$ cat src/design/dasg_pkg.sv
// dasg_pkg: shared types and constants for the discrete angle set generator.
// No dependencies.
package dasg_pkg;

    localparam int DIR_X_W = 7;
    localparam int DIR_Y_W = 8;
    localparam int POS_W   = 14;
    localparam int CFG_W   = 7;

    localparam logic [CFG_W-1:0] CFG_KERNEL_RESET = 7'd8;

    typedef enum logic [1:0] {
        S_IDLE,
        S_DIV,
        S_MUL,
        S_OUT
    } t_state;

endpackage

$ cat src/design/discrete_angle_set_generator.sv
// discrete_angle_set_generator: top level, sequencer around one shared serial divider
// and one shared multiply-subtract step. Depends on dasg_pkg.
//
// Usage:
//   Each request on the input channel (i_in_valid / o_in_ready, payload i_restart)
//   produces exactly one direction on the output channel (o_out_valid / i_out_ready,
//   payload o_dir_x, o_dir_y, o_position, o_last). The directions run over all coprime
//   pairs inside the K x K box by falling angle from (0,1) to (1,0), then back with dy
//   negated down to (1,-K), which carries o_last. The request after that starts over.
//   i_restart = 1 starts over at (0,1), position 0.
//   Box side K is written through i_cfg_wr_en / i_cfg_wr_data (clamped to
//   1..MAX_KERNEL); a write clears the sequence. Write only while the block is idle.
// Sequencing:
//   Requests that start over, and the step after (0,1), skip the divider and go
//   straight to the output state. Other steps run the serial restoring divider, one
//   quotient bit per cycle (NW = clog2(MAX_KERNEL+1)+1 bits, 8 for the default), once
//   for dx and once more for dy when dy != 0, then the multiply-subtract step for dx
//   and then for dy. One request is in flight at a time.
// Reset and stall:
//   Synchronous active-low reset sets K = 8 and clears the sequence; the output is
//   empty. The result register holds while the receiver stalls; the next request is
//   already accepted and computed meanwhile, and is loaded once the slot frees up.
module discrete_angle_set_generator #(
    parameter int MAX_KERNEL = 64
) (
    input  logic                                i_clk,
    input  logic                                i_rst_n,
    input  logic                                i_cfg_wr_en,
    input  logic [dasg_pkg::CFG_W-1:0]          i_cfg_wr_data,
    input  logic                                i_in_valid,
    output logic                                o_in_ready,
    input  logic                                i_restart,
    output logic                                o_out_valid,
    input  logic                                i_out_ready,
    output logic [dasg_pkg::DIR_X_W-1:0]        o_dir_x,
    output logic signed [dasg_pkg::DIR_Y_W-1:0] o_dir_y,
    output logic [dasg_pkg::POS_W-1:0]          o_position,
    output logic                                o_last
);

    localparam int MW   = $clog2(MAX_KERNEL + 1);   // magnitude bits
    localparam int CW   = MW + 1;                    // signed component bits
    localparam int NW   = MW + 1;                    // dividend / quotient bits
    localparam int CNTW = $clog2(NW);
    localparam int PW   = NW + CW + 1;               // product bits

    localparam logic signed [CW-1:0] C_ZERO = '0;
    localparam logic signed [CW-1:0] C_ONE  = CW'(1);
    localparam logic [MW-1:0]        K_MAX  = MW'(MAX_KERNEL);

    dasg_pkg::t_state r_state, n_state;

    logic [dasg_pkg::CFG_W-1:0] r_kernel, n_kernel;
    logic signed [CW-1:0]       r_px, n_px, r_py, n_py;
    logic signed [CW-1:0]       r_cx, n_cx, r_cy, n_cy;
    logic signed [CW-1:0]       r_nx, n_nx, r_ny, n_ny;
    logic [dasg_pkg::POS_W-1:0] r_count, n_count;
    logic                       r_out_valid, n_out_valid;
    logic                       r_rst, n_rst;
    logic                       r_axis, n_axis;
    logic [MW-1:0]              r_rem, n_rem;
    logic [NW-1:0]              r_quo, n_quo;
    logic [NW-1:0]              r_k, n_k;
    logic [CNTW-1:0]            r_cnt, n_cnt;

    function automatic logic [MW-1:0] mag(input logic signed [CW-1:0] v);
        logic signed [CW-1:0] a;
        a = (v < 0) ? -v : v;
        return a[MW-1:0];
    endfunction

    // effective box side
    logic [MW-1:0]        w_k;
    logic signed [CW-1:0] w_ks;

    always_comb begin
        if (r_kernel == '0) begin
            w_k = MW'(1);
        end else if (9'(r_kernel) > 9'(MAX_KERNEL)) begin
            w_k = K_MAX;
        end else begin
            w_k = MW'(r_kernel);
        end
    end
    assign w_ks = signed'({1'b0, w_k});

    // sequence position tests
    logic w_unstarted, w_last, w_top;
    assign w_unstarted = (r_cx == C_ZERO) && (r_cy == C_ZERO);
    assign w_last      = (r_cx == C_ONE) && (r_cy == -w_ks);
    assign w_top       = (r_cx == C_ZERO) && (r_cy == C_ONE);

    // divider operands: dividend K + |u_c|, divisor |v_c|
    logic [NW-1:0] w_num_x, w_num_y;
    logic [MW-1:0] w_den;
    assign w_num_x = NW'(w_k) + NW'(mag(r_px));
    assign w_num_y = NW'(w_k) + NW'(mag(r_py));
    assign w_den   = r_axis ? mag(r_cy) : mag(r_cx);

    // one restoring division step
    logic [MW:0]   w_shift, w_sub;
    logic          w_ge;
    logic [MW-1:0] w_rem_step;
    logic [NW-1:0] w_quo_step;
    assign w_shift    = {r_rem, r_quo[NW-1]};
    assign w_ge       = w_shift >= {1'b0, w_den};
    assign w_sub      = w_shift - {1'b0, w_den};
    assign w_rem_step = w_ge ? w_sub[MW-1:0] : w_shift[MW-1:0];
    assign w_quo_step = {r_quo[NW-2:0], w_ge};

    // shared multiply-subtract: k * v_c - u_c
    logic signed [CW-1:0] w_v, w_u;
    logic signed [PW-1:0] w_kw, w_vw, w_prod, w_res;
    assign w_v    = r_axis ? r_cy : r_cx;
    assign w_u    = r_axis ? r_py : r_px;
    assign w_kw   = signed'(PW'(r_k));
    assign w_vw   = PW'(w_v);
    assign w_prod = w_kw * w_vw;
    assign w_res  = w_prod - PW'(w_u);

    always_comb begin
        n_state     = r_state;
        n_kernel    = r_kernel;
        n_px        = r_px;
        n_py        = r_py;
        n_cx        = r_cx;
        n_cy        = r_cy;
        n_nx        = r_nx;
        n_ny        = r_ny;
        n_count     = r_count;
        n_out_valid = r_out_valid && !i_out_ready;
        n_rst       = r_rst;
        n_axis      = r_axis;
        n_rem       = r_rem;
        n_quo       = r_quo;
        n_k         = r_k;
        n_cnt       = r_cnt;

        case (r_state)
            dasg_pkg::S_IDLE: begin
                if (i_in_valid) begin
                    if (i_restart || w_unstarted || w_last || (r_cx == C_ZERO && !w_top)) begin
                        n_rst   = 1'b1;
                        n_state = dasg_pkg::S_OUT;
                    end else if (w_top) begin
                        // (0,1) is always followed by (1,K)
                        n_rst   = 1'b0;
                        n_nx    = C_ONE;
                        n_ny    = w_ks;
                        n_state = dasg_pkg::S_OUT;
                    end else begin
                        n_rst   = 1'b0;
                        n_axis  = 1'b0;
                        n_rem   = '0;
                        n_quo   = w_num_x;
                        n_cnt   = CNTW'(NW - 1);
                        n_state = dasg_pkg::S_DIV;
                    end
                end
            end
            dasg_pkg::S_DIV: begin
                n_rem = w_rem_step;
                n_quo = w_quo_step;
                n_cnt = r_cnt - CNTW'(1);
                if (r_cnt == '0) begin
                    // k is the smaller quotient of the two axes
                    if (!r_axis || w_quo_step < r_k) begin
                        n_k = w_quo_step;
                    end
                    if (!r_axis && r_cy != C_ZERO) begin
                        n_axis = 1'b1;
                        n_rem  = '0;
                        n_quo  = w_num_y;
                        n_cnt  = CNTW'(NW - 1);
                    end else begin
                        n_axis  = 1'b0;
                        n_state = dasg_pkg::S_MUL;
                    end
                end
            end
            dasg_pkg::S_MUL: begin
                if (!r_axis) begin
                    n_nx   = w_res[CW-1:0];
                    n_axis = 1'b1;
                end else begin
                    n_ny    = w_res[CW-1:0];
                    n_axis  = 1'b0;
                    n_state = dasg_pkg::S_OUT;
                end
            end
            dasg_pkg::S_OUT: begin
                // load the result slot once it is free or being drained
                if (!r_out_valid || i_out_ready) begin
                    n_out_valid = 1'b1;
                    n_state     = dasg_pkg::S_IDLE;
                    if (r_rst) begin
                        n_px    = C_ZERO;
                        n_py    = C_ZERO;
                        n_cx    = C_ZERO;
                        n_cy    = C_ONE;
                        n_count = '0;
                    end else begin
                        n_px    = r_cx;
                        n_py    = r_cy;
                        n_cx    = r_nx;
                        n_cy    = r_ny;
                        n_count = r_count + 1'b1;
                    end
                end
            end
            default: begin
                n_state = dasg_pkg::S_IDLE;
            end
        endcase

        // register write clears the sequence
        if (i_cfg_wr_en) begin
            n_kernel = i_cfg_wr_data;
            n_px     = C_ZERO;
            n_py     = C_ZERO;
            n_cx     = C_ZERO;
            n_cy     = C_ZERO;
            n_count  = '0;
        end
    end

    always_ff @(posedge i_clk) begin
        if (!i_rst_n) begin
            r_state     <= dasg_pkg::S_IDLE;
            r_kernel    <= dasg_pkg::CFG_KERNEL_RESET;
            r_px        <= C_ZERO;
            r_py        <= C_ZERO;
            r_cx        <= C_ZERO;
            r_cy        <= C_ZERO;
            r_count     <= '0;
            r_out_valid <= 1'b0;
            r_rst       <= 1'b0;
            r_axis      <= 1'b0;
            r_cnt       <= '0;
        end else begin
            r_state     <= n_state;
            r_kernel    <= n_kernel;
            r_px        <= n_px;
            r_py        <= n_py;
            r_cx        <= n_cx;
            r_cy        <= n_cy;
            r_count     <= n_count;
            r_out_valid <= n_out_valid;
            r_rst       <= n_rst;
            r_axis      <= n_axis;
            r_cnt       <= n_cnt;
        end
    end

    // datapath registers, no reset needed
    always_ff @(posedge i_clk) begin
        r_nx  <= n_nx;
        r_ny  <= n_ny;
        r_rem <= n_rem;
        r_quo <= n_quo;
        r_k   <= n_k;
    end

    // outputs come straight from the current direction, masked to field width
    logic signed [31:0] w_cx32, w_cy32;
    assign w_cx32 = 32'(r_cx);
    assign w_cy32 = 32'(r_cy);

    assign o_in_ready  = (r_state == dasg_pkg::S_IDLE);
    assign o_out_valid = r_out_valid;
    assign o_dir_x     = w_cx32[dasg_pkg::DIR_X_W-1:0];
    assign o_dir_y     = signed'(w_cy32[dasg_pkg::DIR_Y_W-1:0]);
    assign o_position  = r_count;
    assign o_last      = w_last;

endmodule
$ cat config.mk
export PLATFORM = sky130hd
export DESIGN_NAME = discrete_angle_set_generator
export DESIGN_NICKNAME = d
export VERILOG_FILES = /design/src/design/dasg_pkg.sv /design/src/design/discrete_angle_set_generator.sv
export SDC_FILE = /design/constraint.sdc
export NUM_CORES = 1
export LEC_CHECK = 0
export BUFFER_PORTS_ARGS = -buffer_cell sky130_fd_sc_hd__clkbuf_2
export CAP_MARGIN = 20
export CORE_ASPECT_RATIO = 0.75
export CORE_UTILIZATION = 67
export DETAILED_ROUTE_END_ITERATION = 6
export PLACE_DENSITY = 0.93
export SETUP_SLACK_MARGIN = 0.2
export SLEW_MARGIN = 10
export SYNTH_ARGS = -nofsm -noshare
export SYNTH_HDL_FRONTEND = slang
export SYNTH_SLANG_ARGS = --single-unit
$ cat constraint.sdc
create_clock -name i_clk -period 13.6 [get_ports i_clk]
set_input_delay 0.68 -clock i_clk [delete_from_list [all_inputs] [get_ports i_clk]]
set_output_delay 0.68 -clock i_clk [all_outputs]
set_load 0.01 [all_outputs]
==> summary.txt <==
Outcome
  • Status: finished clean

Clock network
  • TritonCTS clock tree: done
  • Number of buffers between clock root and the deepest sink: 2
  • Count of instances resized after the clock tree is built: 0
  • Post-CTS repair timing setup buffer count: 0
  • Clock root buffer master: clkbuf_16
  • Total number of clock tree sinks: 100
  • Worst skew pair latency: ~0.36 ns
  • Maximum level of the CTS H-tree: 3
  • Number of buffers inserted for hold repair after clock tree synthesis: 0
  • Number of buffers created by CTS: 9
  • Clk slew on worst S/H paths: about 0.080 ns

STA
  • Largest clock skew in the final design: a little over 0.006 ns
  • Pins over their slew limit: 0
  • Setup slack of the critical path after layout: 8.19 ns
  • Achievable Freq: approximately 180 MHz
  • Worst-case hold slack: around 0.5 ns
  • Clock period minus worst slack: 5.41 ns
  • Count of final setup violators: 0
  • Headroom to the max-slew limit: 29.6%
  • Measured slew at the worst slew-check pin: about 1.1 ns
  • Final Hold Vio Count: 0
  • Final period util: between 30% and 40%
  • Final sum of negative setup slack: 0 ns
  • Setup repair after global routing missed its margin: false

Yosys
  • Fraction of the mapped netlist area in compound gates: between 10% and 20%
  • Mux cell area share after synthesis: a little over 5%
  • Post-Syn Area: 0.00729 mm2
  • Synthesized instance count: 831
  • Yosys Warn Count: 0
  • Main combinational cell family by area after synthesis: simple AND/OR/NAND/NOR gates
  • Post-synth EDFFs: 39
  • Post-synth net total: 930
  • Area share of and/or/nand/nor cells after synthesis: 17.5%
  • Synth Area in XOR/XNOR: under 10%
  • Ys async rst share: 0%
  • Proportion of synthesized chip area in sequential cells: between 30% and 40%
  • Area share of fa/ha/maj cells after synthesis: around 17%
  • Distinct cell type count of the synthesized netlist: 56
  • Dominant synthesized flop cell: dfxtp_1
  • Average size of a mapped cell: 8.77 um2
  • Flip-flop and latch count after synthesis: 100

Worst setup path
  • Crit Path Class: reg -> reg
  • Worst R2R Start: r_axis$_SDFFE_PN0P_
  • FF-to-FF setup slack: 8.19 ns
  • Endpoint of the worst-slack reg-to-reg timing path: r_nx[7]$_SDFFCE_PN0P_
  • Required arrival time at the worst endpoint: around 14 ns
  • Max FO, Critical Path: 19
  • Max stage delay cell, worst path: dfxtp_1
  • Critical path's largest stage delay: a little under 0.6 ns
  • Kind of start point of the critical path: register
  • Chain of cells forming the critical path: buf_4 -> mux2_2 -> and2_1 -> fa_1 -> inv_1 -> fa_1 -> inv_1 -> fa_1 -> inv_1 -> fa_1 -> inv_1 -> ha_1 -> ha_1 -> a21oi_1 -> o21ai_0 -> xnor2_1 -> xnor2_1 -> and2_1
  • Worst path buffer plus inverter count: 5
  • Arrival @ worst endpoint: approximately 5.5 ns
  • Element type at the critical path end: register
  • CP top delay family: adder cells
  • Depth of the worst register-to-register path: 18

Job
  • Number of maximum-capacitance constraint violations: 0

Pwr
  • Leak Pwr: 3.30 nW
  • Maximum ir drop on the vdd rail: about 0.1 mV
  • Pwr dens: 129 mW/mm2

Hold path
  • Type of the tightest min-delay check: reg -> reg
  • Worst Hold Depth: 2
  • Hold path startpoint: o_position[5]$_SDFFE_PP0P_
  • Hold Path Sink: o_position[5]$_SDFFE_PP0P_

Global route
  • Wire length of the first global-routing pass: roughly 29 mm
  • Global-route usage over all layers: between 30% and 40%
  • Number of antenna violations at the first check in global routing: 0
  • Maximum number of pins on one net before global-route repair: 40
  • Remaining Overflow, GRT: 0
  • Number of global-route vias before repair: 5804

Route
  • Total via count after detailed routing: 6019
  • Starting DRT DRC Count: 710
  • Vias per Instance: between 6 and 7
  • Wirelength, routed: approximately 18 mm
  • Detailed-router iteration count before antenna repair: 5
  • Number of remaining DRC errors: 0
  • Final antenna-violating net count: 0
  • Post-DR wirelength/cell: 18.2 um

Die
  • Count of boundary I/O pins: 45
  • Initial Util: a little over two thirds
  • Die area: between 0.01 and 0.015 mm2
  • X dimension of the die: around 120 um
  • Core footprint: roughly 0.010 mm2
  • Die Y-Extent: approximately 92 um
  • Std-Cell Rows: 32

Finish
  • Area growth syn-to-layout: 7.45%
  • Number of filler cells placed in the layout: approximately 690
  • Antenna cells: 0
  • Final layout net count: around 950
  • FF+latch area: between 0.002 and 0.0025 mm2
  • Final core occ: approximately three quarters
  • Area occupied by multi-input gates: between 0.004 and 0.005 mm2
  • Share of final-layout standard cells stronger than drive strength 1: 9.74%

Placement
  • Worst slack at placement: slightly above 8 ns
  • Detailed placer's ending HPWL: 13.3 mm
  • IO buf count: 44
  • Routability congestion estimate: about 0.9
==> worst register-to-register path, delay by kind of cell (launching register included) <==
family,cells,cell delay (ns)
muxes,1,0.44
adders and majority gates,6,2.67
DFF,1,0.59
buffers and inverters,5,0.55
xor gates and xnor gates,2,0.29
AOI/OAI and AO/OA,2,0.26
and+or+nand+nor,2,0.37
==> through the flow <==
stage | power [W] | std cells | cell area, um2
after global routing | 0.00106 | 988 | 7830
final | 0.00101 | 988 | 7830
after global placement | 0.000728 | 972 | 7530
after detailed placement | 0.000742 | 972 | 7530
after CTS | 0.00100 | 988 | 7830
after floorplan | 0.000652 | 831 | 7290
==> cell families (layout without fill, tap and decap cells) <==
group                      count (synthesis)  count (layout)
and+or+nand+nor                          279             279
xor gates and xnor gates                  73              73
AOI/OAI and AO/OA                        151             151
adders and majority gates                 86              86
muxes                                     36              36
DFF                                      100             100
buffers and inverters                    106             127
==> layout make-up <==
cell class	count	area share, %
clock buffer	9	2.88
timing repair buffer	50	3.39
inverter	61	2.96
tap	136	2.17
multi-input combinational	625	57.1
sequential	100	30.6
clock inverter	7	0.991
==> per-layer routing <==
layer | share of wire [%] | global-route usage (%) | wire length (um)
met5 | 0 | 0 | 0
met4 | 2.6 | 13.5 | 467
met3 | 10 | 9.73 | 1820
met2 | 46 | 52.4 | 8200
met1 | 42 | 43.4 | 7470
==> where the power goes <==
group | internal, W | switching, W | leakage, nW
clock network | 0.000131 | 0.000129 | 0.146
registers | 0.000365 | 0.0000342 | 0.856
logic | 0.000133 | 0.000214 | 2.30
total | 0.000629 | 0.000378 | 3.30
==> cell usage after synthesis, drive strengths merged (12+ instances only) <==
| cell type | count | area [um2] |
|---|---|---|
| edfxtp | 39 | 1170 |
| mux2i | 27 | 270 |
| nor2b | 15 | 93.8 |
| a21oi | 68 | 344 |
| inv | 61 | 231 |
| xnor2 | 53 | 464 |
| nand3 | 12 | 60.1 |
| o21ai | 26 | 141 |
| nor2 | 64 | 240 |
| ha | 66 | 826 |
| nand2 | 120 | 450 |
| fa | 20 | 400 |
| xor2 | 20 | 175 |
| clkbuf | 36 | 135 |
| nand2b | 16 | 100 |
| dfxtp | 61 | 1220 |
| and2 | 18 | 113 |
==> layout by cell type (no fill, tap or decap), drive strengths merged, types with 3 or more instances in the layout <==
cell / n
or3: 9
a211oi: 8
ha: 66
nand2b: 16
xor2: 20
a21o: 9
and2: 18
mux2i: 27
fa: 20
nand3: 12
and3: 6
nor2b: 15
inv: 65
edfxtp: 39
buf: 6
nor3: 5
dfxtp: 61
clkbuf: 53
o21bai: 8
mux2: 9
o21ai: 26
nand2: 120
o211ai: 3
nand4: 7
xnor2: 53
nor4: 3
a31oi: 4
a21oi: 68
o31ai: 9
nor2: 64
o21a: 3
==> worst max-delay path by stage <==
stage | startpoint | to | slack (ns) | cells past startpoint
2_1_floorplan | r_axis$_SDFFE_PN0P_ | r_nx[7]$_SDFFCE_PN0P_ | 8.67 | 18
3_3_place_gp | r_axis$_SDFFE_PN0P_ | r_nx[7]$_SDFFCE_PN0P_ | 8.36 | 18
3_5_place_dp | r_axis$_SDFFE_PN0P_ | r_ny[7]$_SDFFCE_PN0P_ | 8.24 | 18
4_1_cts | r_axis$_SDFFE_PN0P_ | r_nx[7]$_SDFFCE_PN0P_ | 8.21 | 18
5_1_grt | r_axis$_SDFFE_PN0P_ | r_nx[7]$_SDFFCE_PN0P_ | 7.88 | 18
6_report | r_axis$_SDFFE_PN0P_ | r_nx[7]$_SDFFCE_PN0P_ | 8.19 | 18
==> flip-flops by register name, indices dropped and copies added (netlist names) <==
register and count:
r_nx 8, r_cnt 3, r_cx 8, o_position 14
r_py 8, r_rem 7, r_px 8, o_dir_y 8
r_k 8, r_ny 8, o_out_valid 1, r_axis 1
r_kernel 7, r_quo 8, r_state 2, r_rst 1
Power figures use the tool's default switching activity.
